**config.mk**
```make
export PLATFORM = sky130hd
export DESIGN_NAME = file_block_to_node_path
export DESIGN_NICKNAME = d
export VERILOG_FILES = /design/src/design/fbnp_pkg.sv /design/src/design/file_block_to_node_path.sv
export SDC_FILE = /design/constraint.sdc
export NUM_CORES = 1
export LEC_CHECK = 0
export ABC_CLOCK_PERIOD_IN_PS = 7850
export BUFFER_PORTS_ARGS = -buffer_cell sky130_fd_sc_hd__buf_2
export CAP_MARGIN = 20
export CORE_UTILIZATION = 44
export CTS_BUF_LIST = sky130_fd_sc_hd__clkbuf_4 sky130_fd_sc_hd__clkbuf_8
export CTS_CLUSTER_SIZE = 28
export DETAILED_ROUTE_END_ITERATION = 8
export GPL_TIMING_DRIVEN = 1
export PLACE_DENSITY_LB_ADDON = 0.15
export SLEW_MARGIN = 20
export SYNTH_ARGS = -nofsm -noshare
export SYNTH_HDL_FRONTEND = slang
export SYNTH_SLANG_ARGS = --single-unit
```
**constraint.sdc**
```tcl
create_clock -name clock -period 7.85 [get_ports clock]
set_input_delay 0.785 -clock clock [delete_from_list [all_inputs] [get_ports clock]]
set_output_delay 0.785 -clock clock [all_outputs]
set_load 0.02 [all_outputs]
```
**src/design/fbnp_pkg.sv**
```systemverilog
`timescale 1ns / 1ps
// Package for file_block_to_node_path: tree geometry constants and result type.
// No dependencies.
package fbnp_pkg;

   localparam int BLK_W  = 30;
   localparam int CALC_W = 32;

   localparam logic [CALC_W-1:0] DIRECT_IN_INODE = 32'd256;
   localparam logic [CALC_W-1:0] ADDRS_PER_NODE  = 32'd512;
   localparam logic [CALC_W-1:0] NIDS_PER_NODE   = 32'd1024;
   localparam logic [CALC_W-1:0] FIRST_NODE_SLOT = 32'd257;

   localparam logic [CALC_W-1:0] IND_SPAN  = ADDRS_PER_NODE * NIDS_PER_NODE;
   localparam logic [CALC_W-1:0] DIND_SPAN = IND_SPAN * NIDS_PER_NODE;

   // region start bounds, cumulative
   localparam logic [CALC_W-1:0] DIR1_BASE = DIRECT_IN_INODE;
   localparam logic [CALC_W-1:0] DIR2_BASE = DIR1_BASE + ADDRS_PER_NODE;
   localparam logic [CALC_W-1:0] IND1_BASE = DIR2_BASE + ADDRS_PER_NODE;
   localparam logic [CALC_W-1:0] IND2_BASE = IND1_BASE + IND_SPAN;
   localparam logic [CALC_W-1:0] DIND_BASE = IND2_BASE + IND_SPAN;
   localparam logic [CALC_W-1:0] END_BASE  = DIND_BASE + DIND_SPAN;

   localparam logic [1:0] LVL_INODE  = 2'd0;
   localparam logic [1:0] LVL_DIRECT = 2'd1;
   localparam logic [1:0] LVL_IND    = 2'd2;
   localparam logic [1:0] LVL_DIND   = 2'd3;

   typedef struct packed {
      logic [1:0]  tree_level;
      logic [8:0]  slot_in_inode;
      logic [9:0]  offset_level_one;
      logic [9:0]  offset_level_two;
      logic [8:0]  offset_level_three;
      logic [11:0] node_ofs_one;
      logic [20:0] node_ofs_two;
      logic [20:0] node_ofs_three;
      logic        out_of_range;
   } rsp_type;

endpackage

```
**src/design/file_block_to_node_path.sv**
```systemverilog
`timescale 1ns / 1ps
// file_block_to_node_path: maps a file block number to its node-tree path.
// An accepted request is captured in the input register; rsp_valid and the path come from the result register.
// Throughput: one item per cycle; busy is never raised.
// The input register feeds one pass of compare/subtract/shift logic into the result register.
// Reset (synchronous, active high) clears the valid flags only; payload is not reset.
// Depends on fbnp_pkg.
module file_block_to_node_path (
   input  logic        clock,
   input  logic        reset,
   input  logic        start,
   output logic        busy,
   input  logic [29:0] req_block_number,
   output logic        rsp_valid,
   output logic [1:0]  rsp_tree_level,
   output logic [8:0]  rsp_slot_in_inode,
   output logic [9:0]  rsp_offset_level_one,
   output logic [9:0]  rsp_offset_level_two,
   output logic [8:0]  rsp_offset_level_three,
   output logic [11:0] rsp_node_ofs_one,
   output logic [20:0] rsp_node_ofs_two,
   output logic [20:0] rsp_node_ofs_three,
   output logic        rsp_out_of_range
);
   import fbnp_pkg::*;

   logic             in_valid_ff;
   logic [BLK_W-1:0] blk_ff;
   logic             rsp_valid_ff;
   rsp_type          rsp_ff;
   rsp_type          rsp_in;

   logic [CALC_W-1:0] b;
   logic [CALC_W-1:0] rel;
   logic [CALC_W-1:0] o1;
   logic [CALC_W-1:0] o2;
   logic [CALC_W-1:0] o3;
   logic [CALC_W-1:0] n1;
   logic [CALC_W-1:0] n2;
   logic [CALC_W-1:0] n3;
   logic [CALC_W-1:0] slot;
   logic [1:0]        lvl;
   logic              oor;

   assign busy = 1'b0;

   always_ff @(posedge clock) begin
      if (reset) begin
         in_valid_ff  <= 1'b0;
         rsp_valid_ff <= 1'b0;
      end else begin
         in_valid_ff  <= start & ~busy;
         rsp_valid_ff <= in_valid_ff;
      end
      if (start & ~busy) begin
         blk_ff <= req_block_number;
      end
      rsp_ff <= rsp_in;
   end

   always_comb begin
      b    = {{(CALC_W-BLK_W){1'b0}}, blk_ff};
      rel  = '0;
      lvl  = LVL_INODE;
      slot = '0;
      o1   = '0;
      o2   = '0;
      o3   = '0;
      n1   = '0;
      n2   = '0;
      n3   = '0;
      oor  = 1'b0;
      priority if (b < DIR1_BASE) begin
         slot = b;
      end else if (b < DIR2_BASE) begin
         rel  = b - DIR1_BASE;
         lvl  = LVL_DIRECT;
         slot = FIRST_NODE_SLOT;
         n1   = 32'd1;
         o1   = rel;
      end else if (b < IND1_BASE) begin
         rel  = b - DIR2_BASE;
         lvl  = LVL_DIRECT;
         slot = FIRST_NODE_SLOT + 32'd1;
         n1   = 32'd2;
         o1   = rel;
      end else if (b < IND2_BASE) begin
         rel  = b - IND1_BASE;
         lvl  = LVL_IND;
         slot = FIRST_NODE_SLOT + 32'd2;
         n1   = 32'd3;
         o1   = rel / ADDRS_PER_NODE;
         n2   = 32'd4 + o1;
         o2   = rel % ADDRS_PER_NODE;
      end else if (b < DIND_BASE) begin
         rel  = b - IND2_BASE;
         lvl  = LVL_IND;
         slot = FIRST_NODE_SLOT + 32'd3;
         n1   = 32'd4 + NIDS_PER_NODE;
         o1   = rel / ADDRS_PER_NODE;
         n2   = 32'd5 + NIDS_PER_NODE + o1;
         o2   = rel % ADDRS_PER_NODE;
      end else if (b < END_BASE) begin
         rel  = b - DIND_BASE;
         lvl  = LVL_DIND;
         slot = FIRST_NODE_SLOT + 32'd4;
         n1   = 32'd5 + 32'd2 * NIDS_PER_NODE;
         o1   = rel / IND_SPAN;
         o2   = (rel / ADDRS_PER_NODE) % NIDS_PER_NODE;
         o3   = rel % ADDRS_PER_NODE;
         n2   = 32'd6 + 32'd2 * NIDS_PER_NODE + o1 * (NIDS_PER_NODE + 32'd1);
         n3   = 32'd7 + 32'd2 * NIDS_PER_NODE + o1 * (NIDS_PER_NODE + 32'd1) + o2;
      end else begin
         oor  = 1'b1;
      end
      rsp_in.tree_level         = lvl;
      rsp_in.slot_in_inode      = slot[8:0];
      rsp_in.offset_level_one   = o1[9:0];
      rsp_in.offset_level_two   = o2[9:0];
      rsp_in.offset_level_three = o3[8:0];
      rsp_in.node_ofs_one       = n1[11:0];
      rsp_in.node_ofs_two       = n2[20:0];
      rsp_in.node_ofs_three     = n3[20:0];
      rsp_in.out_of_range       = oor;
   end

   assign rsp_valid              = rsp_valid_ff;
   assign rsp_tree_level         = rsp_ff.tree_level;
   assign rsp_slot_in_inode      = rsp_ff.slot_in_inode;
   assign rsp_offset_level_one   = rsp_ff.offset_level_one;
   assign rsp_offset_level_two   = rsp_ff.offset_level_two;
   assign rsp_offset_level_three = rsp_ff.offset_level_three;
   assign rsp_node_ofs_one       = rsp_ff.node_ofs_one;
   assign rsp_node_ofs_two       = rsp_ff.node_ofs_two;
   assign rsp_node_ofs_three     = rsp_ff.node_ofs_three;
   assign rsp_out_of_range       = rsp_ff.out_of_range;

   a_two_cycle_latency: assert property (@(posedge clock) disable iff (reset)
      start |=> ##1 rsp_valid)
      else $error("accepted item not answered two cycles later");

   a_oor_clean: assert property (@(posedge clock) disable iff (reset)
      rsp_valid && rsp_out_of_range |->
         rsp_tree_level == LVL_INODE && rsp_slot_in_inode == 9'd0 &&
         rsp_node_ofs_one == 12'd0)
      else $error("out-of-range result carries path data");

   a_inode_clean: assert property (@(posedge clock) disable iff (reset)
      rsp_valid && rsp_tree_level == LVL_INODE |->
         rsp_node_ofs_one == 12'd0 && rsp_offset_level_one == 10'd0)
      else $error("inode-level result has child node data");

   a_level3_only: assert property (@(posedge clock) disable iff (reset)
      rsp_valid && rsp_tree_level != LVL_DIND |->
         rsp_node_ofs_three == 21'd0 && rsp_offset_level_three == 9'd0)
      else $error("third-level fields set on a shallower path");

endmodule

```
==> impl_metrics.csv <==
group,metric,value,unit
status,outcome,"completed",
synthesis,synth-edff-count,30,
placed_design,port_buffers,121,
critical_path,critPathRequiredTime,8230,ps
synthesis,ys_ff_latch,120,
synthesis,yosysWarningCount,0,
finish,drive_above_1_share,23.2,%
placed_design,placed_area,7150,µm²
synthesis,async_flop_share,0,%
sta,slew_viol_final,0,
finish,antenna_cells,0,
pwr,p_leak,0.00327,µW
die,core,14100,µm²
critical_path,startpoint,"blk_ff[22]",
finish,nets,871,
die,ios,130,
clock_network,insertion_delay,460,ps
synthesis,yosysSeqAreaShare,42.0,%
sta,setup_ws,2520,ps
grt,grt_pass1_wl,28100,µm
sta,setup_viol_count_final,0,
grt,grt_pass1_vias,5264,
finish,fillers,1314,
clock_network,cts-root-buf,"clkbuf_8",
drt,viasPerCell,5.66,
placed_design,pre_cts_slack,2560,ps
drt,post_drt_wl_per_cell,18.6,µm
pwr,p_int,1180,µW
critical_path,critical_path_class,"reg -> reg",
sta,tns,0,ps
pwr,seqPwrFrac,40.9,%
die,std_cell_rows,43,
pwr,p_per_area,242,nW/µm²
clock_network,htreeDepth,4,
synthesis,synth_top_area_share,28.0,%
pwr,p_comb_share,28.1,%
finish,area_growth,17.2,%
clock_network,cts_tree,"done",
sta,fin_crit_sh,67.9,%
pwr,sw_frac_of_total,35.2,%
drt,drt_iter0_drc,459,
drt,route.detailed.drc,0,
sta,final.setup_skew,11.6,ps
sta,final.min_clock_period,5330,ps
die,chipWidth,123,µm
drt,drtPass1Iterations,5,
clock_network,clkTransAtPathRegs,80,ps
die,die_area,15100,µm²
worst_hold_path,hold_class,"reg -> reg",
clock_network,clock_path_buffers,2,
grt,grt_usage,24.9,%
critical_path,critPathMaxFanout,10,
sta,worst_slew_pin_slew,1010,ps
sta,hold_viol,0,
clock_network,cts_sinks,120,
synthesis,synthDistinctLibCells,74,
run,drv_cap,0,
synthesis,netlist_top_cells_area,"dfxtp_1 28%, edfxtp_1 14%, ha_1 7.2%",
critical_path,r2r_start,"blk_ff[22]",
drt,drtAntennaViolNets,0,
pwr,p_switching,644,µW
pwr,clkPwrFrac,30.9,%
worst_hold_path,worstHoldStart,"in_valid_ff",
synthesis,avgSynthCellArea,9.35,µm²
clock_network,cts-hold-fix-buffers,0,
critical_path,crit_path_start_kind,"flop",
placed_design,hpwl,13500,µm
synthesis,synthFlopType,"dfxtp_1",
finish,fin_area,7550,µm²
clock_network,cts_resized,0,
sta,rsz0062_at_grt,"false",
drt,dr_total_vias,5616,
critical_path,critPathCaptureType,"flop",
grt,overflow,0,
grt,antenna_found_initial,0,
die,die_y,123,µm
synthesis,synth_cells,689,
sta,timing.fmax,188,MHz
drt,wl,18400,µm
die,start_util,45.7,%
synthesis,yosysTopAreaCell,"dfxtp_1",
clock_network,numCtsBuffers,17,
critical_path,cp.arrival,5710,ps
pwr,ir_worst_vdd,0.172,mV
placed_design,routabilityCongestion,0.903,
synthesis,synth_area,6440,µm²
clock_network,post_cts_buffers,0,
sta,slew_headroom,32.5,%
grt,grt_max_degree,37,
==> per-stage QoR <==
stage / instances / util [%] / power, µW / hold WS, ps
floorplan: 696 / - / 1110 / 414
global placement: 960 / 50.7 / 1260 / 431
detailed placement: 960 / 50.7 / 1270 / 447
CTS: 992 / 53.6 / 1840 / 459
global route: 992 / 53.6 / 1920 / 469
finish: 992 / 53.6 / 1830 / 456
==> layout by cell type, fill, tap and decap left out, types with 14 or more instances in the layout <==
cell,n
a21oi_1,30
a22oi_1,15
and2_1,14
buf_2,121
clkbuf_8,17
dfxtp_1,90
edfxtp_1,30
ha_1,37
inv_1,27
nand2_1,28
nand3_1,19
nor2_1,71
nor3_1,29
o21ai_0,29
or3_1,14
xnor2_1,40
xor2_1,14
==> routing by layer <==
| layer | routed length (µm) | part of all wire, % | track usage, % | vias to the layer above |
|---|---|---|---|---|
| li1 | - | - | - | 2699 |
| met3 | 1210 | 6.5 | 4.52 | 21 |
| met4 | 320 | 1.7 | 9.64 | 0 |
| met1 | 8470 | 46 | 34.3 | 2669 |
| met2 | 8430 | 46 | 38.8 | 227 |
| met5 | 0 | 0 | 0 | - |
==> registers in the layout, summed over array words and instances (netlist names) <==
name / cells
rsp_offset_level_two: 10
rsp_offset_level_one: 10
rsp_offset_level_three: 9
rsp_node_ofs_three: 21
rsp_node_ofs_two: 21
rsp_tree_level: 2
in_valid_ff: 1
rsp_valid: 1
rsp_slot_in_inode: 9
rsp_node_ofs_one: 5
blk_ff: 30
rsp_out_of_range: 1
==> cell families after synthesis <==
logic type	count (synthesis)	synth area share (%)
XOR/XNOR	55	7.60
multiplexers	9	1.48
adder cells (fa/ha/maj)	39	7.81
AND/OR/NAND/NOR	241	19.5
AO/OA/AOI/OAI	151	16.6
flip-flops	120	42.0
other	1	0.0582
buffers and inverters	73	4.91
==> worst max-delay path: stages (launching register included) <==
cell and delay [ps]:
edfxtp_1 550, or4_1 730, nor4_2 470, nand2b_1 360, nand2b_1 330, xor2_1 220, ha_1 330, ha_1 220
inv_1 70, fa_1 190, inv_1 50, a21oi_1 250, nor2b_1 80, mux2_2 300, mux2i_1 290, xor2_1 440
nand4_1 190, a31oi_1 190
==> final cells by class <==
cell class	count	area (µm²)	area share, %
Clock buffer	17	234	3.10
Tap cell	180	225	2.98
Sequential cell	120	2700	35.8
Clock inverter	15	168	2.22
Inverter	31	116	1.54
Multi-Input combinational cell	503	3460	45.8
Timing Repair Buffer	126	643	8.52
==> worst paths after layout <==
| kind | to | slack (ps) | cells past startpoint |
|---|---|---|---|
| max reg2reg | rsp_node_ofs_two[20] | 2520 | 17 |
| min reg2reg | rsp_valid | 460 | 1 |
| min | rsp_valid | 460 | 1 |
| max | rsp_node_ofs_two[20] | 2520 | 17 |
==> synthesized netlist by cell type (all sizes together) (23+ instances only) <==
| cell | number |
|---|---|
| dfxtp | 90 |
| nor2 | 71 |
| xnor2 | 41 |
| ha | 37 |
| nor3 | 32 |
| a21oi | 30 |
| edfxtp | 30 |
| inv | 30 |
| o21ai | 30 |
| nand2 | 28 |
| clkbuf | 23 |
==> power by group through the flow <==
stage	clock network (µW)	logic, µW	registers, µW
5_1_grt	603	565	757
3_5_place_dp	0	508	761
6_report	565	514	747
4_1_cts	578	511	748
2_1_floorplan	0	290	824
3_3_place_gp	0	505	759
Power figures use the tool's default switching activity.
